File: config.mk
export PLATFORM = sky130hd
export DESIGN_NAME = sliding_median_spike_filter_unit
export DESIGN_NICKNAME = d
export VERILOG_FILES = /design/src/smsf_pkg.sv /design/src/smsf_cell.sv /design/src/sliding_median_spike_filter_unit.sv
export SDC_FILE = /design/constraint.sdc
export NUM_CORES = 2
export LEC_CHECK = 0
export BUFFER_PORTS_ARGS = -buffer_cell sky130_fd_sc_hd__buf_4
export CORE_ASPECT_RATIO = 1.25
export CORE_MARGIN = 5
export CORE_UTILIZATION = 66
export CTS_CLUSTER_SIZE = 20
export DETAILED_ROUTE_END_ITERATION = 16
export MAX_ROUTING_LAYER = met4
export PLACE_DENSITY = 0.87
export SETUP_SLACK_MARGIN = 0.05
export SYNTH_ARGS = -nofsm -noshare
export SYNTH_HDL_FRONTEND = slang
export SYNTH_SLANG_ARGS = --single-unit
File: constraint.sdc
create_clock -name clk_i -period 23.4 [get_ports clk_i]
set_clock_uncertainty 0.2 [all_clocks]
set_input_delay 4.68 -clock clk_i [delete_from_list [all_inputs] [get_ports clk_i]]
set_output_delay 4.68 -clock clk_i [all_outputs]
set_load 0.03 [all_outputs]
File: src/smsf_pkg.sv
// ----------------------------------------------------------------------------
// Sliding median spike filter package
// Shared widths, the sorted cell record and the link passed between cells.
// ----------------------------------------------------------------------------
package smsf_pkg;

  localparam int PRICE_W = 32;
  localparam int MED_W   = 33;
  localparam int CNT_W   = 5;

  // One entry of the sorted chain: sample value and its age in transactions.
  typedef struct packed {
    logic               valid;
    logic [PRICE_W-1:0] value;
    logic [CNT_W-1:0]   age;
  } cell_t;

  // Handed from each cell to its right neighbor in the same cycle.
  typedef struct packed {
    logic  del_seen;  // the entry to drop sits at this cell or to its left
    logic  gt;        // the compacted entry here is empty or above the new sample
    cell_t shifted;   // the compacted entry here, after the drop
  } link_t;

endpackage

File: src/smsf_cell.sv
// ----------------------------------------------------------------------------
// Sliding median spike filter cell
// One slot of the sorted window: drops the expiring sample and inserts the
// new one, looking only at its two neighbors.
// ----------------------------------------------------------------------------
module smsf_cell
  import smsf_pkg::*;
(
  input  logic               clk_i,
  input  logic               rst_ni,
  input  logic               upd_i,
  input  logic               clr_i,
  input  logic [PRICE_W-1:0] price_i,
  input  logic               del_en_i,
  input  logic [CNT_W-1:0]   del_age_i,
  input  link_t              left_i,
  input  cell_t              right_i,
  output link_t              link_o,
  output cell_t              cell_o
);

  logic               valid_q, valid_d;
  logic [PRICE_W-1:0] value_q, value_d;
  logic [CNT_W-1:0]   age_q, age_d;
  cell_t              own;
  cell_t              comp;
  logic               del_here;
  logic               del_seen;
  logic               gt;

  assign own = '{valid: valid_q, value: value_q, age: age_q};

  always_comb begin
    del_here = del_en_i && valid_q && (age_q == del_age_i);
    del_seen = left_i.del_seen || del_here;
    // After the drop, everything right of the dropped entry moves left by one.
    comp = del_seen ? right_i : own;
    gt   = !comp.valid || (comp.value > price_i);
    if (gt) begin
      if (!left_i.gt) begin
        valid_d = 1'b1;
        value_d = price_i;
        age_d   = '0;
      end else begin
        valid_d = left_i.shifted.valid;
        value_d = left_i.shifted.value;
        age_d   = left_i.shifted.age + CNT_W'(1);
      end
    end else begin
      valid_d = comp.valid;
      value_d = comp.value;
      age_d   = comp.age + CNT_W'(1);
    end
  end

  assign link_o = '{del_seen: del_seen, gt: gt, shifted: comp};
  assign cell_o = own;

  always_ff @(posedge clk_i or negedge rst_ni) begin
    if (!rst_ni) begin
      valid_q <= 1'b0;
    end else if (clr_i) begin
      valid_q <= 1'b0;
    end else if (upd_i) begin
      valid_q <= valid_d;
    end
  end

  always_ff @(posedge clk_i) begin
    if (upd_i) begin
      value_q <= value_d;
      age_q   <= age_d;
    end
  end

endmodule

File: src/sliding_median_spike_filter_unit.sv
// ----------------------------------------------------------------------------
// Sliding median spike filter
// Running median over the most recent price samples, up to the configured
// window length, kept as a sorted chain of cells, with a flag for samples far
// from the median.
// ----------------------------------------------------------------------------
//  Channel   Direction  Handshake                 Payload
//  input     in         in_valid_i / in_stall_o   price_i
//  output    out        out_valid_o / out_stall_i median_doubled_o, spike_o,
//                                                 fill_level_o
//  config    in         cfg_we_i                  cfg_data_i (window length)
//
// Each transaction has two steps: the cell chain drops the expiring sample and
// inserts the new one, then the middle cells are selected and the spike
// compares done. A new sample is taken only once the output register is free
// or being emptied, so a stalled output holds the input side.
// Reset empties the window and sets the window length to 5; a configuration
// write empties it as well.
// ----------------------------------------------------------------------------
module sliding_median_spike_filter_unit
  import smsf_pkg::*;
#(
  parameter int MAX_WINDOW = 16
) (
  input  logic               clk_i,
  input  logic               rst_ni,
  input  logic               in_valid_i,
  output logic               in_stall_o,
  input  logic [PRICE_W-1:0] price_i,
  output logic               out_valid_o,
  input  logic               out_stall_i,
  output logic [MED_W-1:0]   median_doubled_o,
  output logic               spike_o,
  output logic [CNT_W-1:0]   fill_level_o,
  input  logic               cfg_we_i,
  input  logic [CNT_W-1:0]   cfg_data_i
);

  localparam int IdxW = ($clog2(MAX_WINDOW) > CNT_W) ? $clog2(MAX_WINDOW) : CNT_W;
  localparam logic [CNT_W-1:0] MaxSize =
      (MAX_WINDOW > (2 ** CNT_W) - 1) ? CNT_W'((2 ** CNT_W) - 1) : CNT_W'(MAX_WINDOW);
  localparam logic [CNT_W-1:0] ResetSize = (MaxSize < CNT_W'(5)) ? MaxSize : CNT_W'(5);

  typedef enum logic {ST_IDLE, ST_CALC} state_e;

  state_e             state_q;
  logic [CNT_W-1:0]   wsize_q;
  logic [CNT_W-1:0]   count_q;
  logic [PRICE_W-1:0] price_q;
  logic               out_valid_q;
  logic [MED_W-1:0]   med_q;
  logic               spike_q;
  logic [CNT_W-1:0]   fill_q;

  logic               accept;
  logic [CNT_W-1:0]   eff_size;
  logic               full;
  logic [CNT_W-1:0]   del_age;
  link_t              links [MAX_WINDOW+1];
  cell_t              cells [MAX_WINDOW];
  cell_t              cells_right [MAX_WINDOW];
  logic [IdxW-1:0]    hi_idx;
  logic [IdxW-1:0]    lo_idx;
  logic [PRICE_W-1:0] hi_val;
  logic [PRICE_W-1:0] lo_val;
  logic [MED_W-1:0]   med2;
  logic               spike;

  assign in_stall_o = (state_q != ST_IDLE) || (out_valid_q && out_stall_i);
  assign accept     = in_valid_i && !in_stall_o;

  always_comb begin
    if (wsize_q == '0) begin
      eff_size = CNT_W'(1);
    end else if (wsize_q > MaxSize) begin
      eff_size = MaxSize;
    end else begin
      eff_size = wsize_q;
    end
  end

  // Once full, the sample whose age reaches size-1 leaves as the new one enters.
  assign full    = (count_q == eff_size);
  assign del_age = eff_size - CNT_W'(1);

  assign links[0] = '{del_seen: 1'b0, gt: 1'b0, shifted: '0};

  for (genvar i = 0; i < MAX_WINDOW; i++) begin : g_cell
    if (i == MAX_WINDOW - 1) begin : g_last
      assign cells_right[i] = '0;
    end else begin : g_mid
      assign cells_right[i] = cells[i+1];
    end

    smsf_cell u_cell (
      .clk_i     (clk_i),
      .rst_ni    (rst_ni),
      .upd_i     (accept),
      .clr_i     (cfg_we_i),
      .price_i   (price_i),
      .del_en_i  (full),
      .del_age_i (del_age),
      .left_i    (links[i]),
      .right_i   (cells_right[i]),
      .link_o    (links[i+1]),
      .cell_o    (cells[i])
    );
  end

  // Median select: the middle cell, or the middle pair for an even fill.
  always_comb begin
    hi_idx = IdxW'(count_q >> 1);
    lo_idx = hi_idx - IdxW'(1);
    hi_val = '0;
    lo_val = '0;
    for (int i = 0; i < MAX_WINDOW; i++) begin
      if (hi_idx == IdxW'(i)) begin
        hi_val = cells[i].value;
      end
      if (lo_idx == IdxW'(i)) begin
        lo_val = cells[i].value;
      end
    end
    if (count_q[0]) begin
      med2 = {hi_val, 1'b0};
    end else begin
      med2 = MED_W'(hi_val) + MED_W'(lo_val);
    end
    spike = ({1'b0, price_q} > med2) || ({1'b0, price_q, 2'b00} < {2'b00, med2});
  end

  always_ff @(posedge clk_i or negedge rst_ni) begin
    if (!rst_ni) begin
      state_q     <= ST_IDLE;
      wsize_q     <= ResetSize;
      count_q     <= '0;
      price_q     <= '0;
      out_valid_q <= 1'b0;
      med_q       <= '0;
      spike_q     <= 1'b0;
      fill_q      <= '0;
    end else begin
      if (out_valid_q && !out_stall_i) begin
        out_valid_q <= 1'b0;
      end
      if (cfg_we_i) begin
        wsize_q <= cfg_data_i;
        count_q <= '0;
      end
      case (state_q)
        ST_IDLE: begin
          if (accept) begin
            price_q <= price_i;
            if (!full) begin
              count_q <= count_q + CNT_W'(1);
            end
            state_q <= ST_CALC;
          end
        end
        ST_CALC: begin
          med_q       <= med2;
          spike_q     <= spike;
          fill_q      <= count_q;
          out_valid_q <= 1'b1;
          state_q     <= ST_IDLE;
        end
        default: begin
          state_q <= ST_IDLE;
        end
      endcase
    end
  end

  assign out_valid_o      = out_valid_q;
  assign median_doubled_o = med_q;
  assign spike_o          = spike_q;
  assign fill_level_o     = fill_q;

endmodule

Word-level counts from Yosys, hierarchy flattened

Cells that the tools add are included.

Logic and storage cells: 418
Register bits: 691

Reduce and logical (&&, ||, !) cells: 92
Multiplexer cells: 183
Bitwise gates (word level): 1
Add/subtract/negate cells: 20
Equality and inequality tests: 47
$lt $le $gt $ge: 19

Operator list:

| kind                                                               | count |
|---|---|
| 32-bit two-way mux                                                 | 63 |
| 38-bit two-way mux                                                 | 16 |
| 32-bit > comparator                                                | 16 |
| 5-bit two-way mux                                                  | 36 |
| 5-bit by 1-bit adder with 5-bit output, second input constant      | 17 |
| 5-bit == test                                                      | 17 |
| 1-bit two-way mux                                                  | 66 |
| 5-bit by 4-bit == test with 1-bit output, second input constant    | 8 |
| 1-bit logical AND                                                  | 35 |
| 34-bit by 33-bit < comparator with 1-bit output                    | 1 |
| 32-bit by 32-bit adder with 33-bit output                          | 1 |
| 32-bit by 33-bit > comparator with 1-bit output                    | 1 |
| 1-bit logical OR                                                   | 33 |
| 33-bit two-way mux                                                 | 1 |
| 4-bit == test, second input constant                               | 8 |
| 5-bit by 3-bit == test with 1-bit output, second input constant    | 4 |
| 1-bit logical NOT                                                  | 18 |
| 4-bit by 3-bit == test with 1-bit output, second input constant    | 4 |
| 5-bit logical NOT                                                  | 3 |
| 5-bit by 2-bit == test with 1-bit output, second input constant    | 2 |
| 4-bit by 2-bit == test with 1-bit output, second input constant    | 2 |
| 5-bit by 1-bit == test with 1-bit output, second input constant    | 1 |
| 5-bit > comparator, second input constant                          | 1 |
| 4-bit by 1-bit subtractor with 5-bit output, second input constant | 1 |
| 6 further kinds                                                    | 7 |

Longest topological paths before layout

Depth after elaboration: 27
Mapped depth: 38
Depth with buffers taken out: 33

Modules after synthesis

From an unflattened synthesis, not the netlist that was laid out.

Cell total of the unflattened synthesis: 7266
Area, all modules: 68544.5 um^2

Modules (own cells, without submodules):

| module                            | area each (um^2) | sequential area each (um^2) | cells each | instances |
|---|---|---|---|---|
| smsf_cell at g_cell[0].u_cell ... | 3453.3           | 1136.1                      | 349        | 9 |
| smsf_cell at g_cell[5].u_cell ... | 3447.1           | 1136.1                      | 343        | 4 |
| sliding_median_spike_filter_unit  | 13416.6          | 2079.5                      | 1723       | 1 |
| smsf_cell at g_cell[3].u_cell ... | 3420.8           | 1136.1                      | 342        | 2 |
| smsf_cell at g_cell[9].u_cell     | 3418.3           | 1136.1                      | 346        | 1 |

Worst setup path after synthesis

OpenSTA, ideal clock, no wires.

Path type: in2reg
Start point: input port out_stall_i
End point: register g_cell[15].u_cell.valid_q
Path buffers: 2
Slack: -0.120 ns
Arrival: 22.450 ns
Required time: 22.330 ns
Stages on the path: 6
Library setup time: 0.870 ns
Cells stage by stage: a21oi_1 > nand2_1 > inv_1 > clkbuf_1 > buf_1 > a311oi_1

Longest elaborated chain between the ends: 5

RTL lines:

| item                                | RTL line                               | RTL |
|---|---|---|
| start: declaration                  | sliding_median_spike_filter_unit.sv:31 | `input logic out_stall_i,` |
| 1-bit logical AND                   | sliding_median_spike_filter_unit.sv:69 | `assign in_stall_o = (state_q != ST_IDLE) \|\| (out_valid_q && out_stall_i);` |
| 1-bit logical OR                    | sliding_median_spike_filter_unit.sv:69 |  |
| 1-bit logical NOT                   | sliding_median_spike_filter_unit.sv:70 | `assign accept = in_valid_i && !in_stall_o;` |
| 1-bit logical AND                   | sliding_median_spike_filter_unit.sv:70 |  |
| via accept                          | sliding_median_spike_filter_unit.sv:55 | `logic accept;` |
| 2-bit nonzero test (no source line) | -                                      |  |
| end signal: assignment              | smsf_cell.sv:65                        | `valid_q <= valid_d;` |
| end: declaration                    | smsf_cell.sv:22                        | `logic valid_q, valid_d;` |

The timed path passes the listed nets, and every way through them passes these cells.
A chain may end at the register's enable or synchronous reset.

Worst setup path in the final report

Start point: register wsize_q[4]
End point: register g_cell[8].u_cell.value_q[9] (data pin)

Longest elaborated chain between the ends: 18

RTL lines:

| item                                                                                | RTL line                                                                       | RTL |
|---|---|---|
| start: declaration                                                                  | sliding_median_spike_filter_unit.sv:47                                         | `logic [CNT_W-1:0] wsize_q;` |
| start signal: assignment                                                            | sliding_median_spike_filter_unit.sv:135                                        | `wsize_q <= ResetSize;` |
| start signal: assignment                                                            | sliding_median_spike_filter_unit.sv:147                                        | `wsize_q <= cfg_data_i;` |
| 5-bit > comparator                                                                  | sliding_median_spike_filter_unit.sv:75                                         | `end else if (wsize_q > MaxSize) begin` |
| 5-bit two-way mux                                                                   | sliding_median_spike_filter_unit.sv:75                                         |  |
| 5-bit two-way mux *                                                                 | sliding_median_spike_filter_unit.sv:73                                         | `if (wsize_q == '0) begin` |
| 5-bit by 1-bit subtractor with 5-bit output / 5-bit == test (equally long branches) | sliding_median_spike_filter_unit.sv:84, sliding_median_spike_filter_unit.sv:83 |  |
| 5-bit == test / 1-bit logical AND (equally long branches)                           | smsf_cell.sv:34                                                                | `del_here = del_en_i && valid_q && (age_q == del_age_i);` |
| 1-bit logical AND                                                                   | smsf_cell.sv:34                                                                |  |
| 1-bit logical OR (7 in series)                                                      | smsf_cell.sv:35                                                                | `del_seen = left_i.del_seen \|\| del_here;` |
| 38-bit two-way mux / 1-bit logical OR (equally long branches)                       | smsf_cell.sv:37, smsf_cell.sv:35                                               |  |
| 32-bit > comparator (tied with other cells)                                         | smsf_cell.sv:38                                                                | `gt = !comp.valid \|\| (comp.value > price_i);` |
| 1-bit logical OR (tied with other cells)                                            | smsf_cell.sv:38                                                                |  |
| 32-bit two-way mux / 1-bit logical OR (equally long branches)                       | smsf_cell.sv:40, smsf_cell.sv:38                                               |  |
| 32-bit two-way mux *                                                                | smsf_cell.sv:39                                                                | `if (gt) begin` |
| via g_cell[8].u_cell.value_d[9]                                                     | smsf_cell.sv:23                                                                | `logic [PRICE_W-1:0] value_q, value_d;` |
| end signal: assignment                                                              | smsf_cell.sv:71                                                                | `value_q <= value_d;` |
| end: declaration                                                                    | smsf_cell.sv:23                                                                |  |

The timed path passes the listed nets; every way through them passes the cells marked *.

==> results.sh <==
export IMPL_synthDominantAreaCellType="sky130_fd_sc_hd__edfxtp_1"
export IMPL_report_final_slew_viol_count=0
export IMPL_cp_slowest_cell="sky130_fd_sc_hd__nor4_1"
export IMPL_grt_start_max_net_pins=146
export IMPL_p_int_w=0.00316
export IMPL_power_w=0.00521
export IMPL_worstSetupStartpointType="flop"
export IMPL_cts_root_buf="sky130_fd_sc_hd__clkbuf_16"
export IMPL_routedWlPerCell_um=27.4
export IMPL_part_of_the_cycle_the_worst_path_needs=0.452
export IMPL_timing_worst_setup_path_type="flop to flop"
export IMPL_grt_setup_unrepaired="false"
export IMPL_final_setup_viols=0
export IMPL_hold_viol=0
export IMPL_p_leak_nw=27.1
export IMPL_path_common_cell="sky130_fd_sc_hd__buf_4"
export IMPL_grt_antenna_before_repair=7
export IMPL_clockPowerShare=0.245
export IMPL_syn_instance_count=6819
export IMPL_yosysTopAreaCellShare=0.275
export IMPL_grt_util_met1=0.515
export IMPL_synthToLayoutAreaGrowth_pct=6.30
export IMPL_final_layout_size_suffix_gt1_frac=0.148
export IMPL_postRouteWirelength_um=220000
export IMPL_power_switching_fraction=0.393
export IMPL_overall_global_routing_resource_usage=0.409
export IMPL_endpoint_kind="flop"
export IMPL_vias_in_the_first_global_route=56800
export IMPL_power_share_sequential=0.349
export IMPL_post_route_drc_count=0
export IMPL_cts_clk_slew_worst_paths_ns=0.06
export IMPL_achievable_frequency_mhz=94.6
export IMPL_max_clock_path_buffers=3
export IMPL_finish_net_count=7326
export IMPL_cts_htree_levels=3
export IMPL_viasPerCell=7.37
export IMPL_status="finished, final reports clean"
export IMPL_synth_cell_types=104
export IMPL_yosys_top_cells_area="sky130_fd_sc_hd__edfxtp_1, sky130_fd_sc_hd__ha_1, sky130_fd_sc_hd__mux2_2"
export IMPL_placementRows=128
export IMPL_share_comb_of_total_power=0.406
export IMPL_timing_slew_headroom=0.119
export IMPL_number_of_placed_instances_with_taps_included=7881
export IMPL_synth_cell_area_um2=64700
export IMPL_grt_use_met3=0.0903
export IMPL_grt_overflow_total=0
export IMPL_p_sw_w=0.00205
export IMPL_synth_seq_area_share=0.313
export IMPL_cp_required_ns=23.57
export IMPL_finalInstanceArea_um2=68800
export IMPL_yosys_register_bits=691
export IMPL_worst_skew_pair_late_latency_ns=0.69
export IMPL_synth_edf_count=592
export IMPL_crit_path_max_fanout=49
export IMPL_drtAntennaViolNets=0
export IMPL_dp_hpwl_um=160000
export IMPL_grt_first_pass_wirelength_um=333000
export IMPL_cts_repair_resized=0
export IMPL_min_period_ns=10.57
export IMPL_numCtsBuffers=78
export IMPL_area_occupied_by_multi_input_gates_um2=42200
export IMPL_tightest_slew_ns=1.31
export IMPL_synthFlopType="sky130_fd_sc_hd__edfxtp_1"
export IMPL_first_iter_violations=9414
export IMPL_cts_sinks=691
export IMPL_dieArea_um2=104000
export IMPL_routed_via_count=59100
export IMPL_floorplan_core_area_um2=97400
export IMPL_floorplan_initialDensity=0.664
export IMPL_finalNonFillerCells=8030
export IMPL_grtUsageMet2=0.600
export IMPL_portBuffers=82
export IMPL_holdCritPathClass="flop to flop"
export IMPL_die_h_um=360
export IMPL_async_flop_share=0.143
export IMPL_synth_fp_nets=7484
export IMPL_yosys_warning_total=0
export IMPL_ir_drop_uv=57.3
export IMPL_postCtsHoldBufs=0
export IMPL_finalWeightedCongestion=0.990
export IMPL_tritoncts="yes"
export IMPL_syn_area_per_cell_um2=9.49
export IMPL_post_synth_most_frequent_cells="sky130_fd_sc_hd__ha_1, sky130_fd_sc_hd__edfxtp_1, sky130_fd_sc_hd__mux2i_1"
export IMPL_cts_setup_buffers=0
export IMPL_placed_area_um2=66200
export IMPL_ios=83
export IMPL_setup_total_negative_slack_ns=0
export IMPL_yosysMostFrequentCell="sky130_fd_sc_hd__ha_1"
export IMPL_critical_path_arrival_ns=10.74
export IMPL_final_seq_area_um2=20300
export IMPL_top_usage_layer_grt="met2"
export IMPL_drt_pre_antenna_iters=10
export IMPL_cap_violations=0
export IMPL_largest_stage_delay_on_the_critical_path_ns=1.08
export IMPL_fill_cells=7361
export IMPL_pwr_density_cell_nw_per_um2=75.8
export IMPL_die_x_um=290
-- power groups by stage --
| stage | Combinational, W | Clock (W) | Sequential (W) |
|---|---|---|---|
| after floorplan | 0.00143 | 0 | 0.00188 |
| after detailed placement | 0.00204 | 0 | 0.00183 |
| after global placement | 0.00196 | 0 | 0.00182 |
| after global routing | 0.00227 | 0.00132 | 0.00184 |
| final | 0.00212 | 0.00128 | 0.00182 |
| after CTS | 0.00205 | 0.00127 | 0.00181 |
-- state kept, by name (all words and copies together) (netlist names) --
name / count
g_cell.u_cell.value_q: 512
g_cell.u_cell.age_q: 80
median_doubled_o: 33
price_q: 32
g_cell.u_cell.valid_q: 16
count_q: 5
fill_level_o: 5
wsize_q: 5
out_valid_o: 1
spike_o: 1
state_q: 1
-- path summary, 6_finish.rpt --
kind | start | end | slack [ns] | cells after the start
max | wsize_q[4]$_DFFE_PN0P_ | g_cell[8].u_cell.value_q[9]$_DFFE_PP_ | 12.83 | 26
max reg2reg | wsize_q[4]$_DFFE_PN0P_ | g_cell[8].u_cell.value_q[9]$_DFFE_PP_ | 12.83 | 26
max in group asynchronous | rst_ni | state_q$_DFF_PN0_ | 17.81 | 2
min in group asynchronous | rst_ni | g_cell[2].u_cell.valid_q$_DFFE_PN0P_ | 3.88 | 1
min reg2reg | state_q$_DFF_PN0_ | out_valid_o$_DFFE_PN0P_ | 0.30 | 2
min | state_q$_DFF_PN0_ | out_valid_o$_DFFE_PN0P_ | 0.30 | 2
-- placed cells by master, fill, tap and decap left out, types with 117 or more instances in the layout --
cell / n
sky130_fd_sc_hd__a21o_1: 122
sky130_fd_sc_hd__a21oi_1: 478
sky130_fd_sc_hd__a22oi_1: 186
sky130_fd_sc_hd__buf_4: 216
sky130_fd_sc_hd__edfxtp_1: 592
sky130_fd_sc_hd__ha_1: 622
sky130_fd_sc_hd__inv_1: 117
sky130_fd_sc_hd__mux2_2: 538
sky130_fd_sc_hd__mux2i_1: 577
sky130_fd_sc_hd__nand2_1: 540
sky130_fd_sc_hd__nand3_1: 144
sky130_fd_sc_hd__nand4_1: 153
sky130_fd_sc_hd__nor2_1: 493
sky130_fd_sc_hd__o21ai_0: 474
-- worst max-delay path, delay by kind of cell (launching register included) --
kind / cells / cell delay [ns]
AND/OR/NAND/NOR: 8 / 3.45
buffers and inverters: 5 / 2.27
AO/OA/AOI/OAI: 7 / 1.61
adder cells (fa/ha/maj): 2 / 0.90
multiplexers: 3 / 0.86
flip-flops: 1 / 0.63
XOR/XNOR: 1 / 0.17
-- cells by family after synthesis --
| family | after synthesis | share of synthesized area |
|---|---|---|
| simple gates | 1732 | 0.126 |
| mux | 1145 | 0.192 |
| compound gates | 1902 | 0.189 |
| xor+xnor | 149 | 0.0208 |
| flops | 691 | 0.313 |
| buf+inv | 577 | 0.0389 |
| fa+ha+maj | 623 | 0.121 |
-- cell type report --
class                           count  share of cell area
Clock buffer                      113              0.0330
Clock inverter                     29             0.00373
Antenna cell                        7            0.000255
Timing Repair Buffer              217              0.0239
Tap cell                         1300              0.0236
Multi-Input combinational cell   5551               0.614
Sequential cell                   691               0.295
Inverter                          122             0.00677
-- through the flow --
stage / setup WS (ns) / utilization / hold slack (ns)
after floorplan: 1.87 / - / 0.284
after global placement: 13.21 / 0.680 / 0.279
after CTS: 13.21 / 0.706 / 0.308
after global routing: 12.84 / 0.706 / 0.344
final: 12.83 / 0.706 / 0.302
after detailed placement: 13.02 / 0.680 / 0.294
-- metal layers --
layer	share of wire	routed length, um	vias to the layer above
li1	-	-	25900
met1	0.36	80000	27800
met2	0.43	93400	4409
met3	0.13	28300	1002
met4	0.082	18000	0
met5	0	0	-
(Power assumes the default switching activity.)
